**src/design/pfe_pkg.sv**
```systemverilog
// ----------------------------------------------------------------------------
// pfe_pkg
// Shared types and constants for the postfix expression evaluator.
// ----------------------------------------------------------------------------
package pfe_pkg;

  localparam int DEFAULT_STACK_DEPTH = 32;
  localparam int DEFAULT_VALUE_WIDTH = 32;
  localparam int CHAR_WIDTH          = 8;
  localparam int OUT_WIDTH           = 32;

  // ASCII codes that the evaluator reacts to.
  localparam logic [CHAR_WIDTH-1:0] CH_ZERO  = 8'h30;
  localparam logic [CHAR_WIDTH-1:0] CH_NINE  = 8'h39;
  localparam logic [CHAR_WIDTH-1:0] CH_PLUS  = 8'h2B;
  localparam logic [CHAR_WIDTH-1:0] CH_MINUS = 8'h2D;
  localparam logic [CHAR_WIDTH-1:0] CH_STAR  = 8'h2A;
  localparam logic [CHAR_WIDTH-1:0] CH_SLASH = 8'h2F;

  typedef enum logic [2:0] {
    ST_OK        = 3'd0,
    ST_UNDERFLOW = 3'd1,
    ST_OVERFLOW  = 3'd2,
    ST_DIV_ZERO  = 3'd3,
    ST_EMPTY     = 3'd4
  } status_t;

  typedef enum logic [1:0] {
    S_IDLE,
    S_OPERATE,
    S_WAIT,
    S_FINISH
  } state_t;

  typedef enum logic [1:0] {
    CM_HOLD,
    CM_TAKE_UPPER,
    CM_TAKE_LOWER
  } cell_mode_t;

  typedef struct packed {
    logic start;
    logic div;
  } alu_req_t;

  typedef struct packed {
    logic [CHAR_WIDTH-1:0] char_code;
    logic                  last;
  } char_beat_t;

  typedef struct packed {
    logic signed [OUT_WIDTH-1:0] value;
    status_t                     status;
  } result_beat_t;

endpackage

```
**src/design/pfe_cell.sv**
```systemverilog
// ----------------------------------------------------------------------------
// pfe_cell
// One entry of the shifting value stack. It holds its value, takes the value
// of the entry above it on a push, or of the entry below it on a pop.
// ----------------------------------------------------------------------------
module pfe_cell #(
  parameter int VALUE_WIDTH = pfe_pkg::DEFAULT_VALUE_WIDTH
) (
  input  logic                   clk,
  input  pfe_pkg::cell_mode_t    mode,
  input  logic [VALUE_WIDTH-1:0] from_upper,
  input  logic [VALUE_WIDTH-1:0] from_lower,
  output logic [VALUE_WIDTH-1:0] value
);
  import pfe_pkg::*;

  always_ff @(posedge clk) begin
    unique case (mode)
      CM_TAKE_UPPER: value <= from_upper;
      CM_TAKE_LOWER: value <= from_lower;
      default:       value <= value;
    endcase
  end

endmodule

```
**config.mk**
```make
export PLATFORM = sky130hd
export DESIGN_NAME = pfe_cell
export DESIGN_NICKNAME = d
export VERILOG_FILES = /design/src/design/pfe_pkg.sv /design/src/design/pfe_cell.sv
export SDC_FILE = /design/constraint.sdc
export NUM_CORES = 1
export LEC_CHECK = 0
export ABC_AREA = 1
export BUFFER_PORTS_ARGS = -buffer_cell sky130_fd_sc_hd__buf_4
export CORE_MARGIN = 4
export CORE_UTILIZATION = 41
export DETAILED_ROUTE_END_ITERATION = 8
export PLACE_DENSITY = 0.79
export SYNTH_ARGS = -nofsm -noshare
export SYNTH_HDL_FRONTEND = slang
export SYNTH_SLANG_ARGS = --single-unit
```
**constraint.sdc**
```tcl
create_clock -name clk -period 2 [get_ports clk]
set_input_delay 0.2 -clock clk [delete_from_list [all_inputs] [get_ports clk]]
set_output_delay 0.2 -clock clk [all_outputs]
set_load 0.005 [all_outputs]
```
==> out/results.txt <==
Result of the run = completed
Total count of hold-check failures in the final report = 0
Synthesized area per cell = 10.6 um^2
Max frequency = 941 MHz
Worst min path class = in -> reg
Largest registers in the final layout = value (32)
Arrival time of the worst setup path = 0.86 ns
Cell types with the largest area share after synthesis = sky130_fd_sc_hd__edfxtp_1, sky130_fd_sc_hd__nand2_1, sky130_fd_sc_hd__nand2_2
Cells after Synth = 139
Wire length of the first global-routing pass = 5220 um
Buffers plus inverters on the worst setup path = 1
Power per cell area = 706 mW/mm^2
Critical Path Slowest Stage Cell = sky130_fd_sc_hd__edfxtp_1
Post-layout minimum cycle time = 1.06 ns
Share of Yosys cell area claimed by the top area cell type = 65.3%
Maximum fanout encountered on the critical timing path = 1
Via count of the first global-routing pass = 1169
Standard-cell rows = 21
Share of layout cells above drive strength 1 = 49.4%
Post-synthesis cell type with the largest combined area = sky130_fd_sc_hd__edfxtp_1
Net count reported at finish = 308
Post-detailed-placement half-perimeter wirelength = 2690 um
Number of buffers added on ports = 98
Diodes inserted = 0
Detail-routed via count per cell = 4.40
Clock sinks = 32
Post-CTS Setup Repair Bufs = 0
Cell at the root of the clock tree = sky130_fd_sc_hd__clkbuf_4
Ys Warns = 0
Highest cell delay on the worst timing path = 0.39 ns
Final GP Congestion = 0.679
Unique masters post-synth = 9
Boundary Pins = 99
Peak ir drop on the vdd network = 354 uV
Number of H-tree levels = 2
Number of max-capacitance violations reported = 0
Placeable core region = 0.00339 mm^2
Post-CTS clock slew at the launch and capture registers of the worst setup and hold paths = 0.10 ns
Data required time at the worst endpoint = 1.80 ns
Aggregate routed wire length = 3610 um
Total gr overflow = 0
Depth of the worst hold-timing path = 3
Maximum number of pins on one net before global-route repair = 33
Critical Path End Type = primary output
Overall via count from detail_route = 1263
Height of the die = 67.9 um
Critical Setup Path Class = reg -> out
Final worst-path cycle share = 53.1%
Area growth from synthesis to final layout = 52.4%
Die X-Extent = 67.9 um
Max reg flops = 32
Slew Limit Fails = 0
Number of buffers inserted by hold repair at cts = 0
Cell-by-cell listing of the critical path = buf_4
Drt pass-1 iters = 4
Antenna Violating Nets Remaining = 0
Launching element type of the critical path = flip-flop
TritonCTS clock tree = yes
1st-iter DRT viols = 59
Setup repair after global routing missed its margin = false
Final design instance area without fill = 0.00224 mm^2
Tightest Pin Transition = 0.305 ns
Maximum count of clock buffers along a single path = 2
Area of the die = 0.00461 mm^2
Instance area at placement = 0.00219 mm^2
Flop and latch count out of synthesis = 32
Setup total negative slack = 0 ns
Top delay family on crit path = flip-flops
Starting utilization of the core area = 43.4%
Worst slew margin relative to its limit = 79.6%
Area of the mapped netlist = 0.00147 mm^2
Post-CTS resize count = 0
Routed wire length per instance = 12.6 um
Share of synthesized area occupied by flip-flops and latches = 65.3%
Logic depth of the worst setup path including buffers = 1
Final setup violating endpoints = 0
Static leakage power = 1.13 nW
Largest register by flop count = value
Number of DRC violations after detailed routing = 0
Number of buffers added by the clock tree synthesis step = 5
Global-route usage over all layers = 15.7%
Net count of the mapped netlist = 207
Initial antenna violation count = 0
synth_stat cells:
master                     count
sky130_fd_sc_hd__inv_1         2
sky130_fd_sc_hd__ha_1          1
sky130_fd_sc_hd__nand2_2      10
sky130_fd_sc_hd__buf_12        1
sky130_fd_sc_hd__nand2_1      86
sky130_fd_sc_hd__edfxtp_1     32
sky130_fd_sc_hd__inv_8         1
sky130_fd_sc_hd__buf_6         3
sky130_fd_sc_hd__clkbuf_8      3
cell type report:
type                            instances  area [um^2]
Fill cell                             282         1140
Sequential cell                        32          961
Timing Repair Buffer                  101          758
Multi-Input combinational cell         97          398
Tap cell                               46         57.6
Clock buffer                            5         37.5
Inverter                                3         18.8
Clock inverter                          3         13.8
where the power goes:
part | leakage, nW | switching (W) | internal, W
Clock | 0.0324 | 0.000210 | 0.000129
Combinational | 0.788 | 0.000147 | 0.000221
Sequential | 0.312 | 0.0000255 | 0.000854
layer usage:
layer / global-route usage [%] / wire length, um / up-vias
li1: - / - / 645
met1: 18.3 / 1330 / 527
met2: 24.3 / 1560 / 85
met3: 8.37 / 663 / 6
met4: 5.96 / 53 / 0
met5: 0 / 0 / -
final timing paths:
| path | from | endpoint | slack, ns |
|---|---|---|---|
| setup / recovery | value[22] | value[22] | 0.94 |
| hold / removal | from_upper[18] | value[18] | 0.13 |
cell families (layout without fill, tap and decap cells):
logic type | after synthesis | after routing | share of synthesized area, %
adder cells (fa/ha/maj) | 1 | 1 | 0.849
flip-flops | 32 | 32 | 65.3
AND/OR/NAND/NOR | 96 | 96 | 26.2
buffers and inverters | 10 | 112 | 7.73
cells in the final DEF, fill, tap and decap left out:
cell,netlist,final
sky130_fd_sc_hd__inv_8,1,1
sky130_fd_sc_hd__inv_1,2,2
sky130_fd_sc_hd__edfxtp_1,32,32
sky130_fd_sc_hd__clkbuf_4,0,5
sky130_fd_sc_hd__nand2_1,86,86
sky130_fd_sc_hd__nand2_2,10,10
sky130_fd_sc_hd__ha_1,1,1
sky130_fd_sc_hd__clkinv_2,0,2
sky130_fd_sc_hd__clkinv_1,0,1
sky130_fd_sc_hd__buf_4,0,101
metrics by stage:
| stage | setup slack [ns] | cells | power (W) | utilization [%] | hold slack, ns |
|---|---|---|---|---|---|
| 2_1_floorplan | 0.475 | 139 | 0.00101 | - | 0.373 |
| 3_3_place_gp | 0.717 | 279 | 0.00126 | 64.7 | 0.465 |
| 3_5_place_dp | 0.689 | 279 | 0.00127 | 64.7 | 0.468 |
| 4_1_cts | 0.902 | 287 | 0.00161 | 66.2 | 0.110 |
| 5_1_grt | 0.867 | 287 | 0.00168 | 66.2 | 0.115 |
| 6_report | 0.937 | 287 | 0.00159 | 66.2 | 0.129 |
Note: power is estimated with default switching activity, not from simulation.
