==> config.mk <==
export PLATFORM = sky130hd
export DESIGN_NAME = pfe_alu
export DESIGN_NICKNAME = d
export VERILOG_FILES = /design/src/design/pfe_pkg.sv /design/src/design/pfe_alu.sv
export SDC_FILE = /design/constraint.sdc
export NUM_CORES = 1
export LEC_CHECK = 0
export BUFFER_PORTS_ARGS = -buffer_cell sky130_fd_sc_hd__buf_2
export CORE_ASPECT_RATIO = 2
export CORE_MARGIN = 1.5
export CORE_UTILIZATION = 45
export DETAILED_ROUTE_END_ITERATION = 12
export GPL_TIMING_DRIVEN = 0
export SLEW_MARGIN = 10
export SYNTH_ARGS = -nofsm -noshare
export SYNTH_HDL_FRONTEND = slang
export SYNTH_SLANG_ARGS = --single-unit
export TNS_END_PERCENT = 50
==> constraint.sdc <==
create_clock -name clk -period 14.6 [get_ports clk]
set_input_delay 0 -clock clk [delete_from_list [all_inputs] [get_ports clk]]
set_output_delay 0 -clock clk [all_outputs]
set_load 0.01 [all_outputs]
==> src/design/pfe_pkg.sv <==
// ----------------------------------------------------------------------------
// pfe_pkg
// Shared types and constants for the postfix expression evaluator.
// ----------------------------------------------------------------------------
package pfe_pkg;

  localparam int DEFAULT_STACK_DEPTH = 32;
  localparam int DEFAULT_VALUE_WIDTH = 32;
  localparam int CHAR_WIDTH          = 8;
  localparam int OUT_WIDTH           = 32;

  // ASCII codes that the evaluator reacts to.
  localparam logic [CHAR_WIDTH-1:0] CH_ZERO  = 8'h30;
  localparam logic [CHAR_WIDTH-1:0] CH_NINE  = 8'h39;
  localparam logic [CHAR_WIDTH-1:0] CH_PLUS  = 8'h2B;
  localparam logic [CHAR_WIDTH-1:0] CH_MINUS = 8'h2D;
  localparam logic [CHAR_WIDTH-1:0] CH_STAR  = 8'h2A;
  localparam logic [CHAR_WIDTH-1:0] CH_SLASH = 8'h2F;

  typedef enum logic [2:0] {
    ST_OK        = 3'd0,
    ST_UNDERFLOW = 3'd1,
    ST_OVERFLOW  = 3'd2,
    ST_DIV_ZERO  = 3'd3,
    ST_EMPTY     = 3'd4
  } status_t;

  typedef enum logic [1:0] {
    S_IDLE,
    S_OPERATE,
    S_WAIT,
    S_FINISH
  } state_t;

  typedef enum logic [1:0] {
    CM_HOLD,
    CM_TAKE_UPPER,
    CM_TAKE_LOWER
  } cell_mode_t;

  typedef struct packed {
    logic start;
    logic div;
  } alu_req_t;

  typedef struct packed {
    logic [CHAR_WIDTH-1:0] char_code;
    logic                  last;
  } char_beat_t;

  typedef struct packed {
    logic signed [OUT_WIDTH-1:0] value;
    status_t                     status;
  } result_beat_t;

endpackage

==> src/design/pfe_alu.sv <==
// ----------------------------------------------------------------------------
// pfe_alu
// Iterative multiply and signed divide, one bit per cycle. Multiply keeps the
// low word of the product; divide truncates toward zero.
// ----------------------------------------------------------------------------
module pfe_alu #(
  parameter int VALUE_WIDTH = pfe_pkg::DEFAULT_VALUE_WIDTH
) (
  input  logic                   clk,
  input  logic                   rst,
  input  pfe_pkg::alu_req_t      req,
  input  logic [VALUE_WIDTH-1:0] lhs,
  input  logic [VALUE_WIDTH-1:0] rhs,
  output logic                   done,
  output logic [VALUE_WIDTH-1:0] result
);
  import pfe_pkg::*;

  localparam int W  = VALUE_WIDTH;
  localparam int CW = $clog2(W);

  logic          busy;
  logic          div_mode;
  logic          neg;
  logic [W-1:0]  a;
  logic [W-1:0]  b;
  logic [W-1:0]  acc;
  logic [CW-1:0] step;

  logic [W-1:0]  lhs_mag;
  logic [W-1:0]  rhs_mag;
  logic [W-1:0]  acc_mul;
  logic [W:0]    rem_sh;
  logic [W:0]    diff;
  logic          ge;
  logic [W-1:0]  acc_div;
  logic [W-1:0]  a_div;
  logic [W-1:0]  a_step;
  logic [W-1:0]  b_step;
  logic [W-1:0]  acc_step;

  always_comb begin
    lhs_mag = lhs[W-1] ? (~lhs + W'(1)) : lhs;
    rhs_mag = rhs[W-1] ? (~rhs + W'(1)) : rhs;

    // Shift-add multiply step.
    acc_mul = b[0] ? (acc + a) : acc;

    // Restoring divide step: the dividend shifts out of a, quotient bits in.
    rem_sh  = {acc, a[W-1]};
    diff    = rem_sh - {1'b0, b};
    ge      = ~diff[W];
    acc_div = ge ? diff[W-1:0] : rem_sh[W-1:0];
    a_div   = {a[W-2:0], ge};

    if (div_mode) begin
      a_step   = a_div;
      b_step   = b;
      acc_step = acc_div;
    end else begin
      a_step   = a << 1;
      b_step   = b >> 1;
      acc_step = acc_mul;
    end
  end

  always_ff @(posedge clk) begin
    if (rst) begin
      busy <= 1'b0;
      done <= 1'b0;
    end else begin
      done <= 1'b0;
      if (req.start) begin
        busy <= 1'b1;
      end else if (busy && step == '0) begin
        busy <= 1'b0;
        done <= 1'b1;
      end
    end
  end

  always_ff @(posedge clk) begin
    if (req.start) begin
      div_mode <= req.div;
      neg      <= req.div & (lhs[W-1] ^ rhs[W-1]);
      a        <= req.div ? lhs_mag : lhs;
      b        <= req.div ? rhs_mag : rhs;
      acc      <= '0;
      step     <= CW'(W - 1);
    end else if (busy) begin
      a    <= a_step;
      b    <= b_step;
      acc  <= acc_step;
      step <= step - CW'(1);
      if (step == '0) begin
        if (div_mode) begin
          result <= neg ? (~a_div + W'(1)) : a_div;
        end else begin
          result <= acc_mul;
        end
      end
    end
  end

endmodule

==> run_results.csv <==
group,metric,value,unit
outcome,status,"finished clean",
global_routing,grt_antenna_before_repair,0,
synth,yosysTopAreaCellShare,0.260,
worst_setup_path,crit_type,"flop to flop",
worst_setup_path,reg2reg_setup_slack,8.40,ns
synth,syn_nets,1495,
route,drc,0,
placement,port_buffers,100,
final_layout,fin_cells,1884,
min_path,hold_path.class,"primary input to flop",
global_routing,grt_overflow,0,
synth,synth_area_leaders,"edfxtp_1 26%, ha_1 7.4%, a21oi_1 7.1%",
route,drt_iter0_markers,779,
pwr,clkPwrFrac,0.323,
clock_tree,path_clk_slew,0.06,ns
final_layout,nNetsFinal,1672,
floorplan,die_y,227,um
floorplan,ios,101,
clock_tree,cts_setup_buffers,0,
placement,dp_slack,8.43,ns
synth,avgSynthCellArea,8.34,um2
clock_tree,cts_hold_buf,54,
pwr,swShare,0.346,
min_path,min_from,"lhs[23]",
worst_setup_path,crit_start,"b[0]",
floorplan,initial_core_util,0.454,
final_layout,area_growth,19.1,%
final_layout,drive_above_1_share,0.100,
pwr,p_sw,0.493,mW
synth,synth_top_cell_by_area,"edfxtp_1",
synth,synth_edf_count,98,
floorplan,dieArea,26200,um2
route,via_count,10689,
sta,slew_headroom,0.240,
sta,fmax,161,MHz
synth,yosysSeqAreaShare,0.329,
synth,synth_ff_type,"edfxtp_1",
clock_tree,cts_max_level,4,
route,drt-total-wl,37800,um
pwr,p_leak,5.50,nW
sta,worstMarginPinSlew,1.11,ns
placement,dp_cells,1798,
synth,synth_area,11300,um2
final_layout,mostFrequentLayoutCells,"161 x a21oi_1, 146 x nor2_1, 111 x nand2_1, 101 x buf_2, 98 x edfxtp_1",
clock_tree,cts.repair.resized,0,
global_routing,grt_usage,0.299,
worst_setup_path,cp-start-kind,"flop",
clock_tree,tritoncts,"yes",
sta,finalHoldViolCount,0,
sta,setup_viol,0,
worst_setup_path,critPathCaptureType,"flop",
sta,period_minus_slack,6.20,ns
pwr,power_density,105,nW/um2
clock_tree,cts_buffer_depth,2,
floorplan,num_rows,82,
floorplan,design.core.area,24900,um2
synth,synth_async_sr_flop_share,0,
worst_setup_path,critPathMaxFanout,10,
clock_tree,numCtsBuffers,17,
pwr,p_comb_frac,0.329,
route,via_per_inst,5.67,
sta,grt_setup_unrepaired,"false",
synth,ys_types,72,
clock_tree,cts.sinks,137,
sta,finalClockSkew,0.00782,ns
final_layout,register_area,3720,um2
route,ant_nets,0,
worst_setup_path,critPathArrivalTime,6.36,ns
sta,hold-worst-slack,0.00722,ns
clock_tree,insertion_delay,0.45,ns
final_layout,final_common_cell,"a21oi_1",
clock_tree,cts-root-buf,"clkbuf_16",
sta,layout_setup_ws,8.40,ns
route,dr.pass1.iters,5,
sta,post-route-period-util,0.424,
route,avgRoutedWirePerCell,20.1,um
synth,ys_warn_count,0,
pwr,seqPwrFrac,0.347,
final_layout,fill_cells,2422,
global_routing,grt_pass1_vias,10908,
final_layout,diodes,0,
sta,fin_tns_setup,0,ns
placement,dp_hpwl,30200,um
pwr,p_int,0.930,mW
synth,postSynthCellCount,1358,
global_routing,grt_max_degree,35,
placement,routabilityCongestion,0.936,
sta,drv_slew,0,
synth,ys_ff_latch,137,
floorplan,die_x,115,um
worst_setup_path,worstReg2RegStart,"b[0]",
worst_setup_path,r2r-end,"result[28]",
min_path,whs_path_depth,3,
global_routing,grt_pass1_wl,58200,um
pwr,peakVddDrop,0.0813,mV
min_path,hold_end,"a[23]",
final_layout,multi_input_area,7100,um2
worst_setup_path,cp_data_required_time,14.76,ns
run,drv_cap,0,
worst_setup_path,rr_worst_depth,18,
[how the worst max path moves through the flow]
stage,endpoint,cells after the start
6_report,result[28],18
5_1_grt,result[28],18
4_1_cts,result[28],18
3_5_place_dp,result[28],18
3_3_place_gp,result[28],18
2_1_floorplan,result[28],18
[synth_stat cells (12+ instances only)]
cell type	count
o31ai_1	28
nor3_1	23
ha_1	67
xor2_1	80
o21bai_1	12
o211ai_1	13
xnor2_1	64
edfxtp_1	98
inv_1	71
or3_1	21
nand2_1	111
a311oi_1	12
a211oi_1	30
o21ai_0	59
o41ai_1	14
dfxtp_1	39
nor2_1	146
a21oi_1	161
clkbuf_1	55
a21o_1	39
nand3_1	15
o21a_1	16
a31oi_1	20
nor2b_1	21
[logic make-up after synthesis]
kind of cell	after synthesis	synth area share
xor+xnor	145	0.113
mux	7	0.00630
simple gates	399	0.162
flops	137	0.329
fa+ha+maj	69	0.0775
buf+inv	138	0.0458
compound gates	463	0.267
[sequential cells by signal, summed over array words and instances (netlist names)]
name and cells:
div_mode 1, acc 32, done 1, step 5
b 32, a 32, neg 1, result 32
busy 1
[metrics by stage]
step | instance area (um2) | utilization | power [mW]
after detailed placement | 12300 | 0.494 | 0.953
after floorplan | 11300 | - | 0.813
after global placement | 12200 | 0.491 | 0.950
after global routing | 13500 | 0.541 | 1.49
final | 13500 | 0.541 | 1.42
after CTS | 13500 | 0.541 | 1.42
[critical path, cell delays in order, from the launching register on]
cell	delay (ns)
edfxtp_1	0.51
ha_1	0.28
fa_1	0.38
nor2b_1	0.19
o2111ai_1	0.18
a211oi_1	0.42
nor3_1	0.17
o31ai_2	0.55
a41oi_2	0.29
xnor2_2	0.37
inv_2	0.29
clkbuf_1	0.47
ha_1	0.27
nand2_1	0.18
or3_1	0.51
or2_1	0.31
o31ai_1	0.25
xor2_1	0.17
a21oi_1	0.10
[power groups by stage]
stage / sequential (mW) / combinational [mW] / clock [mW]
2_1_floorplan: 0.488 / 0.325 / 0
3_3_place_gp: 0.502 / 0.449 / 0
3_5_place_dp: 0.501 / 0.453 / 0
4_1_cts: 0.493 / 0.466 / 0.463
5_1_grt: 0.499 / 0.517 / 0.478
6_report: 0.494 / 0.468 / 0.460
[final cells by class]
type                            instances  area share
Tap cell                              336      0.0312
Clock inverter                          2    0.000649
Sequential cell                       137       0.276
Timing Repair Buffer                  158      0.0803
Inverter                               74      0.0206
Clock buffer                           30      0.0468
Multi-Input combinational cell       1083       0.526
Buffer                                 64      0.0179
[layer usage]
metal / wire length (um) / vias to the layer above / global-route usage
met5: 0 / - / 0
li1: - / 5347 / -
met2: 20500 / 273 / 0.568
met4: 2310 / 0 / 0.178
met1: 13900 / 4971 / 0.304
met3: 1190 / 98 / 0.0383
Note: power is estimated with default switching activity, not from simulation.
